**src/rtl/bipd_pkg.sv**
```systemverilog
// ----------------------------------------------------------------------------
// bipd_pkg: shared types and codes for the branch instruction predecoder
// Group selectors, branch and test kinds, and the decoded result record.
// ----------------------------------------------------------------------------
package bipd_pkg;

	localparam int unsigned WORD_W = 32;
	localparam int unsigned ADDR_W = 64;

	// group selector on the input tuser
	localparam logic [2:0] GRP_IMM    = 3'd0;
	localparam logic [2:0] GRP_CMP    = 3'd1;
	localparam logic [2:0] GRP_TST    = 3'd2;
	localparam logic [2:0] GRP_COND   = 3'd3;
	localparam logic [2:0] GRP_REG    = 3'd4;
	localparam logic [2:0] GRP_REGLNK = 3'd5;

	localparam logic [2:0] KIND_UNCOND   = 3'd0;
	localparam logic [2:0] KIND_CALL     = 3'd1;
	localparam logic [2:0] KIND_COND     = 3'd2;
	localparam logic [2:0] KIND_IND_JUMP = 3'd3;
	localparam logic [2:0] KIND_IND_CALL = 3'd4;
	localparam logic [2:0] KIND_RETURN   = 3'd5;

	localparam logic [2:0] TEST_NONE    = 3'd0;
	localparam logic [2:0] TEST_ZERO    = 3'd1;
	localparam logic [2:0] TEST_NONZERO = 3'd2;
	localparam logic [2:0] TEST_BIT_Z   = 3'd3;
	localparam logic [2:0] TEST_BIT_NZ  = 3'd4;
	localparam logic [2:0] TEST_FLAGS   = 3'd5;

	localparam logic [1:0] OP_JUMP   = 2'd0;
	localparam logic [1:0] OP_CALL   = 2'd1;
	localparam logic [1:0] OP_RETURN = 2'd2;
	localparam logic [1:0] OP_RSVD   = 2'd3;

	localparam logic [3:0] COND_ALWAYS_FIRST = 4'he;

	typedef struct packed {
		logic              unallocated;
		logic [2:0]        branch_kind;
		logic [ADDR_W-1:0] target;
		logic [2:0]        test_kind;
		logic [3:0]        cond_code;
		logic [4:0]        source_reg;
		logic              wide_reg;
		logic [ADDR_W-1:0] test_mask;
		logic              writes_link;
		logic [ADDR_W-1:0] link_value;
	} bipd_result_t;

endpackage

```
**src/rtl/branch_instruction_predecode_core.sv**
```systemverilog
// ----------------------------------------------------------------------------
// branch_instruction_predecode_core: A64 branch predecoder, stream in/out
// Input register, then combinational decode and adds, then result register.
// Throughput: one instruction per cycle while the output accepts results; the
// result register and the input register advance independently, so a
// stalled result blocks only when both are full. Reset clears both valid
// flags; payload registers are not reset.
// ----------------------------------------------------------------------------
module branch_instruction_predecode_core import bipd_pkg::*; (
	input  logic         clk,
	input  logic         arst_n,
	input  logic         s_axis_tvalid,
	output logic         s_axis_tready,
	input  logic [95:0]  s_axis_tdata,  // instruction_word[31:0], pc[95:32]
	input  logic [2:0]   s_axis_tuser,  // action[2:0]
	output logic         m_axis_tvalid,
	input  logic         m_axis_tready,
	// target[63:0], test_kind[66:64], cond_code[70:67], source_reg[75:71],
	// wide_reg[76], test_mask[140:77], writes_link[141], link_value[205:142],
	// zero pad[207:206]
	output logic [207:0] m_axis_tdata,
	output logic [3:0]   m_axis_tuser   // unallocated[0], branch_kind[3:1]
);

	logic              valid_s1;
	logic [2:0]        action_s1;
	logic [WORD_W-1:0] word_s1;
	logic [ADDR_W-1:0] pc_s1;
	logic              valid_s2;
	bipd_result_t      result_s2;
	bipd_result_t      decoded;
	logic              advance_s1;

	assign advance_s1    = !valid_s2 || m_axis_tready;
	assign s_axis_tready = !valid_s1 || advance_s1;

	always_ff @(posedge clk or negedge arst_n) begin
		if (!arst_n) begin
			valid_s1 <= 1'b0;
			valid_s2 <= 1'b0;
		end else begin
			if (s_axis_tready) begin
				valid_s1 <= s_axis_tvalid;
			end
			if (advance_s1) begin
				valid_s2 <= valid_s1;
			end
		end
	end

	always_ff @(posedge clk) begin
		if (s_axis_tvalid && s_axis_tready) begin
			action_s1 <= s_axis_tuser;
			word_s1   <= s_axis_tdata[31:0];
			pc_s1     <= s_axis_tdata[95:32];
		end
		if (valid_s1 && advance_s1) begin
			result_s2 <= decoded;
		end
	end

	bipd_decode u_decode (
		.action           (action_s1),
		.instruction_word (word_s1),
		.pc               (pc_s1),
		.result           (decoded)
	);

	assign m_axis_tvalid = valid_s2;
	assign m_axis_tuser  = {result_s2.branch_kind, result_s2.unallocated};
	assign m_axis_tdata  = {2'b00,
	                        result_s2.link_value,
	                        result_s2.writes_link,
	                        result_s2.test_mask,
	                        result_s2.wide_reg,
	                        result_s2.source_reg,
	                        result_s2.cond_code,
	                        result_s2.test_kind,
	                        result_s2.target};

	a_ready_when_out_free: assert property (@(posedge clk) disable iff (!arst_n)
		!valid_s2 |-> s_axis_tready)
		else $error("input not ready while result register empty");

	a_unalloc_clears_link: assert property (@(posedge clk) disable iff (!arst_n)
		(valid_s2 && result_s2.unallocated) |->
		(result_s2.link_value == '0 && result_s2.branch_kind == KIND_UNCOND))
		else $error("reserved encoding carries decoded fields");

	a_bit_test_mask: assert property (@(posedge clk) disable iff (!arst_n)
		(valid_s2 && (result_s2.test_kind == TEST_BIT_Z || result_s2.test_kind == TEST_BIT_NZ))
		|-> $onehot(result_s2.test_mask))
		else $error("bit test without one-hot mask");

	a_cond_code_flags: assert property (@(posedge clk) disable iff (!arst_n)
		(valid_s2 && result_s2.cond_code != 4'd0) |-> (result_s2.test_kind == TEST_FLAGS))
		else $error("condition code on non-flag test");

endmodule

```
**src/rtl/bipd_decode.sv**
```systemverilog
// ----------------------------------------------------------------------------
// bipd_decode: combinational A64 branch field decode
// Extracts kind, condition test, registers and mask, and forms return address
// and, for direct groups, target from one registered instruction.
// ----------------------------------------------------------------------------
module bipd_decode import bipd_pkg::*; (
	input  logic [2:0]        action,
	input  logic [WORD_W-1:0] instruction_word,
	input  logic [ADDR_W-1:0] pc,
	output bipd_result_t      result
);

	logic [ADDR_W-1:0] off26;
	logic [ADDR_W-1:0] off19;
	logic [ADDR_W-1:0] off14;
	logic [ADDR_W-1:0] offset;
	logic [5:0]        bit_pos;
	logic [1:0]        op;
	logic [3:0]        cc;

	assign off26   = {{(ADDR_W-28){instruction_word[25]}}, instruction_word[25:0], 2'b00};
	assign off19   = {{(ADDR_W-21){instruction_word[23]}}, instruction_word[23:5], 2'b00};
	assign off14   = {{(ADDR_W-16){instruction_word[18]}}, instruction_word[18:5], 2'b00};
	assign bit_pos = {instruction_word[31], instruction_word[23:19]};
	assign op      = instruction_word[22:21];
	assign cc      = instruction_word[3:0];

	always_comb begin
		result             = '0;
		offset             = '0;
		result.link_value  = pc + ADDR_W'(4);
		case (action)
			GRP_IMM: begin
				offset             = off26;
				result.writes_link = instruction_word[31];
				result.branch_kind = instruction_word[31] ? KIND_CALL : KIND_UNCOND;
			end
			GRP_CMP: begin
				offset             = off19;
				result.branch_kind = KIND_COND;
				result.test_kind   = instruction_word[24] ? TEST_NONZERO : TEST_ZERO;
				result.source_reg  = instruction_word[4:0];
				result.wide_reg    = instruction_word[31];
			end
			GRP_TST: begin
				offset             = off14;
				result.branch_kind = KIND_COND;
				result.test_kind   = instruction_word[24] ? TEST_BIT_NZ : TEST_BIT_Z;
				result.source_reg  = instruction_word[4:0];
				result.wide_reg    = instruction_word[31];
				result.test_mask   = ADDR_W'(1) << bit_pos;
			end
			GRP_COND: begin
				offset = off19;
				if (cc < COND_ALWAYS_FIRST) begin
					result.branch_kind = KIND_COND;
					result.test_kind   = TEST_FLAGS;
					result.cond_code   = cc;
				end
			end
			GRP_REG: begin
				result.branch_kind = KIND_IND_JUMP;
				result.source_reg  = instruction_word[9:5];
				result.wide_reg    = 1'b1;
			end
			GRP_REGLNK: begin
				if (instruction_word[11] || (instruction_word[4:0] != 5'd0) || (op == OP_RSVD)) begin
					result.unallocated = 1'b1;
					result.link_value  = '0;
				end else begin
					case (op)
						OP_JUMP:   result.branch_kind = KIND_IND_JUMP;
						OP_CALL:   result.branch_kind = KIND_IND_CALL;
						OP_RETURN: result.branch_kind = KIND_RETURN;
						default:   result.branch_kind = KIND_UNCOND;
					endcase
					result.source_reg  = instruction_word[9:5];
					result.wide_reg    = 1'b1;
					result.writes_link = (op == OP_CALL);
				end
			end
			default: begin
				result.unallocated = 1'b1;
				result.link_value  = '0;
			end
		endcase
		if ((action == GRP_IMM) || (action == GRP_CMP) || (action == GRP_TST) ||
		    (action == GRP_COND)) begin
			result.target = pc + offset;
		end
	end

endmodule
```
**config.mk**
```make
export PLATFORM = sky130hd
export DESIGN_NAME = branch_instruction_predecode_core
export DESIGN_NICKNAME = d
export VERILOG_FILES = /design/src/rtl/bipd_pkg.sv /design/src/rtl/branch_instruction_predecode_core.sv /design/src/rtl/bipd_decode.sv
export SDC_FILE = /design/constraint.sdc
export NUM_CORES = 1
export LEC_CHECK = 0
export ABC_CLOCK_PERIOD_IN_PS = 15400
export CELL_PAD_IN_SITES_DETAIL_PLACEMENT = 1
export CELL_PAD_IN_SITES_GLOBAL_PLACEMENT = 1
export CORE_MARGIN = 5
export CORE_UTILIZATION = 54
export DETAILED_ROUTE_END_ITERATION = 6
export DONT_BUFFER_PORTS = 1
export PLACE_DENSITY = 0.92
export SLEW_MARGIN = 20
export SYNTH_ARGS = -nofsm -noshare
export SYNTH_HDL_FRONTEND = slang
export SYNTH_HIERARCHICAL = 1
export SYNTH_SLANG_ARGS = --single-unit
```
**constraint.sdc**
```tcl
create_clock -name clk -period 15.4 [get_ports clk]
set_input_delay 2.31 -clock clk [delete_from_list [all_inputs] [get_ports clk]]
set_output_delay 2.31 -clock clk [all_outputs]
set_load 0.005 [all_outputs]
```
==> results_dict.tcl <==
set metrics [dict create \
    finalInstanceArea_um2 16900 \
    run_status "completed" \
    multiInputGateArea_um2 6120 \
    clockRootBuffer "clkbuf_16" \
    min_period_ns 5.36 \
    timing.critical_path.mode_cell "a21oi_1" \
    cts_repair_resize_count 0 \
    worst_hold_path_class "reg -> reg" \
    area_delta_synth_final_pct 7.41 \
    instances_no_fill 1817 \
    fin_crit_sh_pct 34.8 \
    cts.hold.buffers_added 0 \
    drt.antenna.violating_nets 0 \
    vias_per_cell 6.61 \
    nFillCells 3004 \
    clock_path_buffers 3 \
    layout_cells_sized_above_1_pct 5.89 \
    die_area_um2 32700 \
    p_total_mw 2.00 \
    dr.first_iter.drc_count 1377 \
    power.share.clock_pct 35.0 \
    maxCapViolCount 0 \
    power.sequential.fraction_pct 53.3 \
    num_vias 12000 \
    critical_path_required_ns 15.70 \
    worst_pin_slew_ns 0.969 \
    die_width_um 181 \
    grt_overflow 0 \
    slowest_delay_ns 0.75 \
    crit_path_end_kind "flop" \
    dp_hpwl_um 36800 \
    timing.clock.skew_ns 0.0126 \
    via_count_of_the_first_global_routing_pass 12000 \
    most_frequent_standard_cell_in_the_layout_excluding_fill_and_tap_cells "edfxtp_1" \
    floorplan.die.height_um 181 \
    drt_pass1_iterations 5 \
    final.setup.worst_slack_ns 10.04 \
    hold_path.startpoint "valid_s1$_DFFE_PN0P_" \
    comb_power_share_pct 11.7 \
    detailed_place.area_um2 16000 \
    syn-instance-count 1449 \
    critical_path_source_type "flop" \
    total_leakage_power_nw 5.73 \
    beginning_of_the_critical_path "action_s1[1]$_DFFE_PP_" \
    cts_tree "built" \
    floorplan_core_area_um2 28800 \
    placementRows 62 \
    pre_cts_slack_ns 10.06 \
    mostFrequentLayoutCells "edfxtp_1 (304), nor2_1 (236), nand2_1 (122), a21oi_1 (72)" \
    crit_fanout 19 \
    finish.utilization_pct 58.8 \
    p_sw_uw 545 \
    worst_path_arrival_ns 5.66 \
    clk_transition_reported_paths_ns 0.06 \
    powerDensity_nw_per_um2 119 \
    first_pass_grt_wire_length_um 75800 \
    setup_viol_count_final 0 \
    post_cts_buffers 0 \
    internal_power_mw 1.46 \
    slew_viols_final 0 \
    worst_hold_slack_ns 0.577 \
    cp_max_stage_cell "edfxtp_1" \
    netSwitchingFraction_pct 27.2 \
    setup_repair_after_global_routing_missed_its_margin "false" \
    grt_antenna_before_repair 7 \
    gpl.final_weighted_congestion 0.945 \
    grt_use_total_pct 29.7 \
    path_cells "or2_2 > nand2_1 > a21oi_1 > ha_1 > inv_1 > fa_1 > nand2b_1 > a21oi_1 > o31ai_1 > a211oi_2 > o21ai_1 > o211ai_1 > mux2i_1 > xor2_1 > nor2_1" \
    seq_area_um2 9180 \
    postRouteWirelength_um 51000 \
    post_synthesis_average_cell_area_um2 10.9 \
    place.port_buffers 0 \
    critical_path_class "reg -> reg" \
    report.final.hold_viol_count 0 \
    htree_num_levels 1 \
    achievable-frequency_mhz 186 \
    placed_cells_incl_taps 1753 \
    nNetsFinal 1536 \
    synth-warning-count 6 \
    timing.slew.headroom_pct 33.7 \
    setup_total_negative_slack_ns 0 \
    cts_inserted_buffers 31 \
    design.portCount 317 \
    reg2reg_from "action_s1[1]$_DFFE_PP_" \
    netlist_area_um2 15700 \
    floorplan.initialDensity_pct 54.7 \
    insertion_delay_ns 0.57 \
    max-vdd-ir-drop_uv 88.5 \
    post_drt_wl_per_cell_um 28.1 \
    clkSinkCount 306 \
    drt_drc_violations_left 0 \
    grt_start_max_net_pins 75 \
]
registers in the layout (all words and copies together) (netlist names):
name           flops
action_s1          3
word_s1           27
m_axis_tvalid      1
valid_s1           1
pc_s1             64
m_axis_tuser       4
m_axis_tdata     206
final timing paths:
kind / slack (ns) / endpoint / cells after the start
worst min-delay path: 0.58 / m_axis_tvalid$_DFFE_PN0P_ / 1
worst max-delay path: 10.04 / m_axis_tdata[58]$_DFFE_PP_ / 15
max in group asynchronous: 13.90 / m_axis_tvalid$_DFFE_PN0P_ / 0
worst min register to register: 0.58 / m_axis_tvalid$_DFFE_PN0P_ / 1
min in group asynchronous: 1.43 / valid_s1$_DFFE_PN0P_ / 0
worst max register to register: 10.04 / m_axis_tdata[58]$_DFFE_PP_ / 15
power by group through the flow:
stage	registers (mW)	clock network, mW	logic (mW)
finish	1.07	0.702	0.234
global route	1.07	0.757	0.254
CTS	1.07	0.711	0.230
detailed placement	1.09	0	0.227
global placement	1.08	0	0.214
floorplan	1.05	0	0.180
metal layers:
layer / part of all wire (%) / GRT usage (%) / vias to the layer above / wire length (um)
met5: 0 / 0 / - / 0
met4: 4.4 / 11.6 / 0 / 2270
met3: 9.3 / 5.43 / 142 / 4740
met2: 47 / 48.4 / 776 / 24000
met1: 39 / 39.9 / 5929 / 20000
li1: - / - / 5164 / -
area by class of cell:
cell class,count,share of cell area [%]
antenna,8,0.118
clock buffer,36,4.70
clock inverter,20,0.806
inverter,17,0.377
multi-input combinational,1030,36.2
sequential,306,54.3
tap,384,2.84
timing repair buffer,16,0.710
worst max-delay path: cells and delay by family (launching register included):
family / cells / cell delay [ns]
compound gates: 6 / 2.30
fa+ha+maj: 2 / 0.64
buf+inv: 1 / 0.08
flops: 1 / 0.75
xor+xnor: 1 / 0.18
simple gates: 4 / 0.77
mux: 1 / 0.35
(Power assumes the default switching activity.)
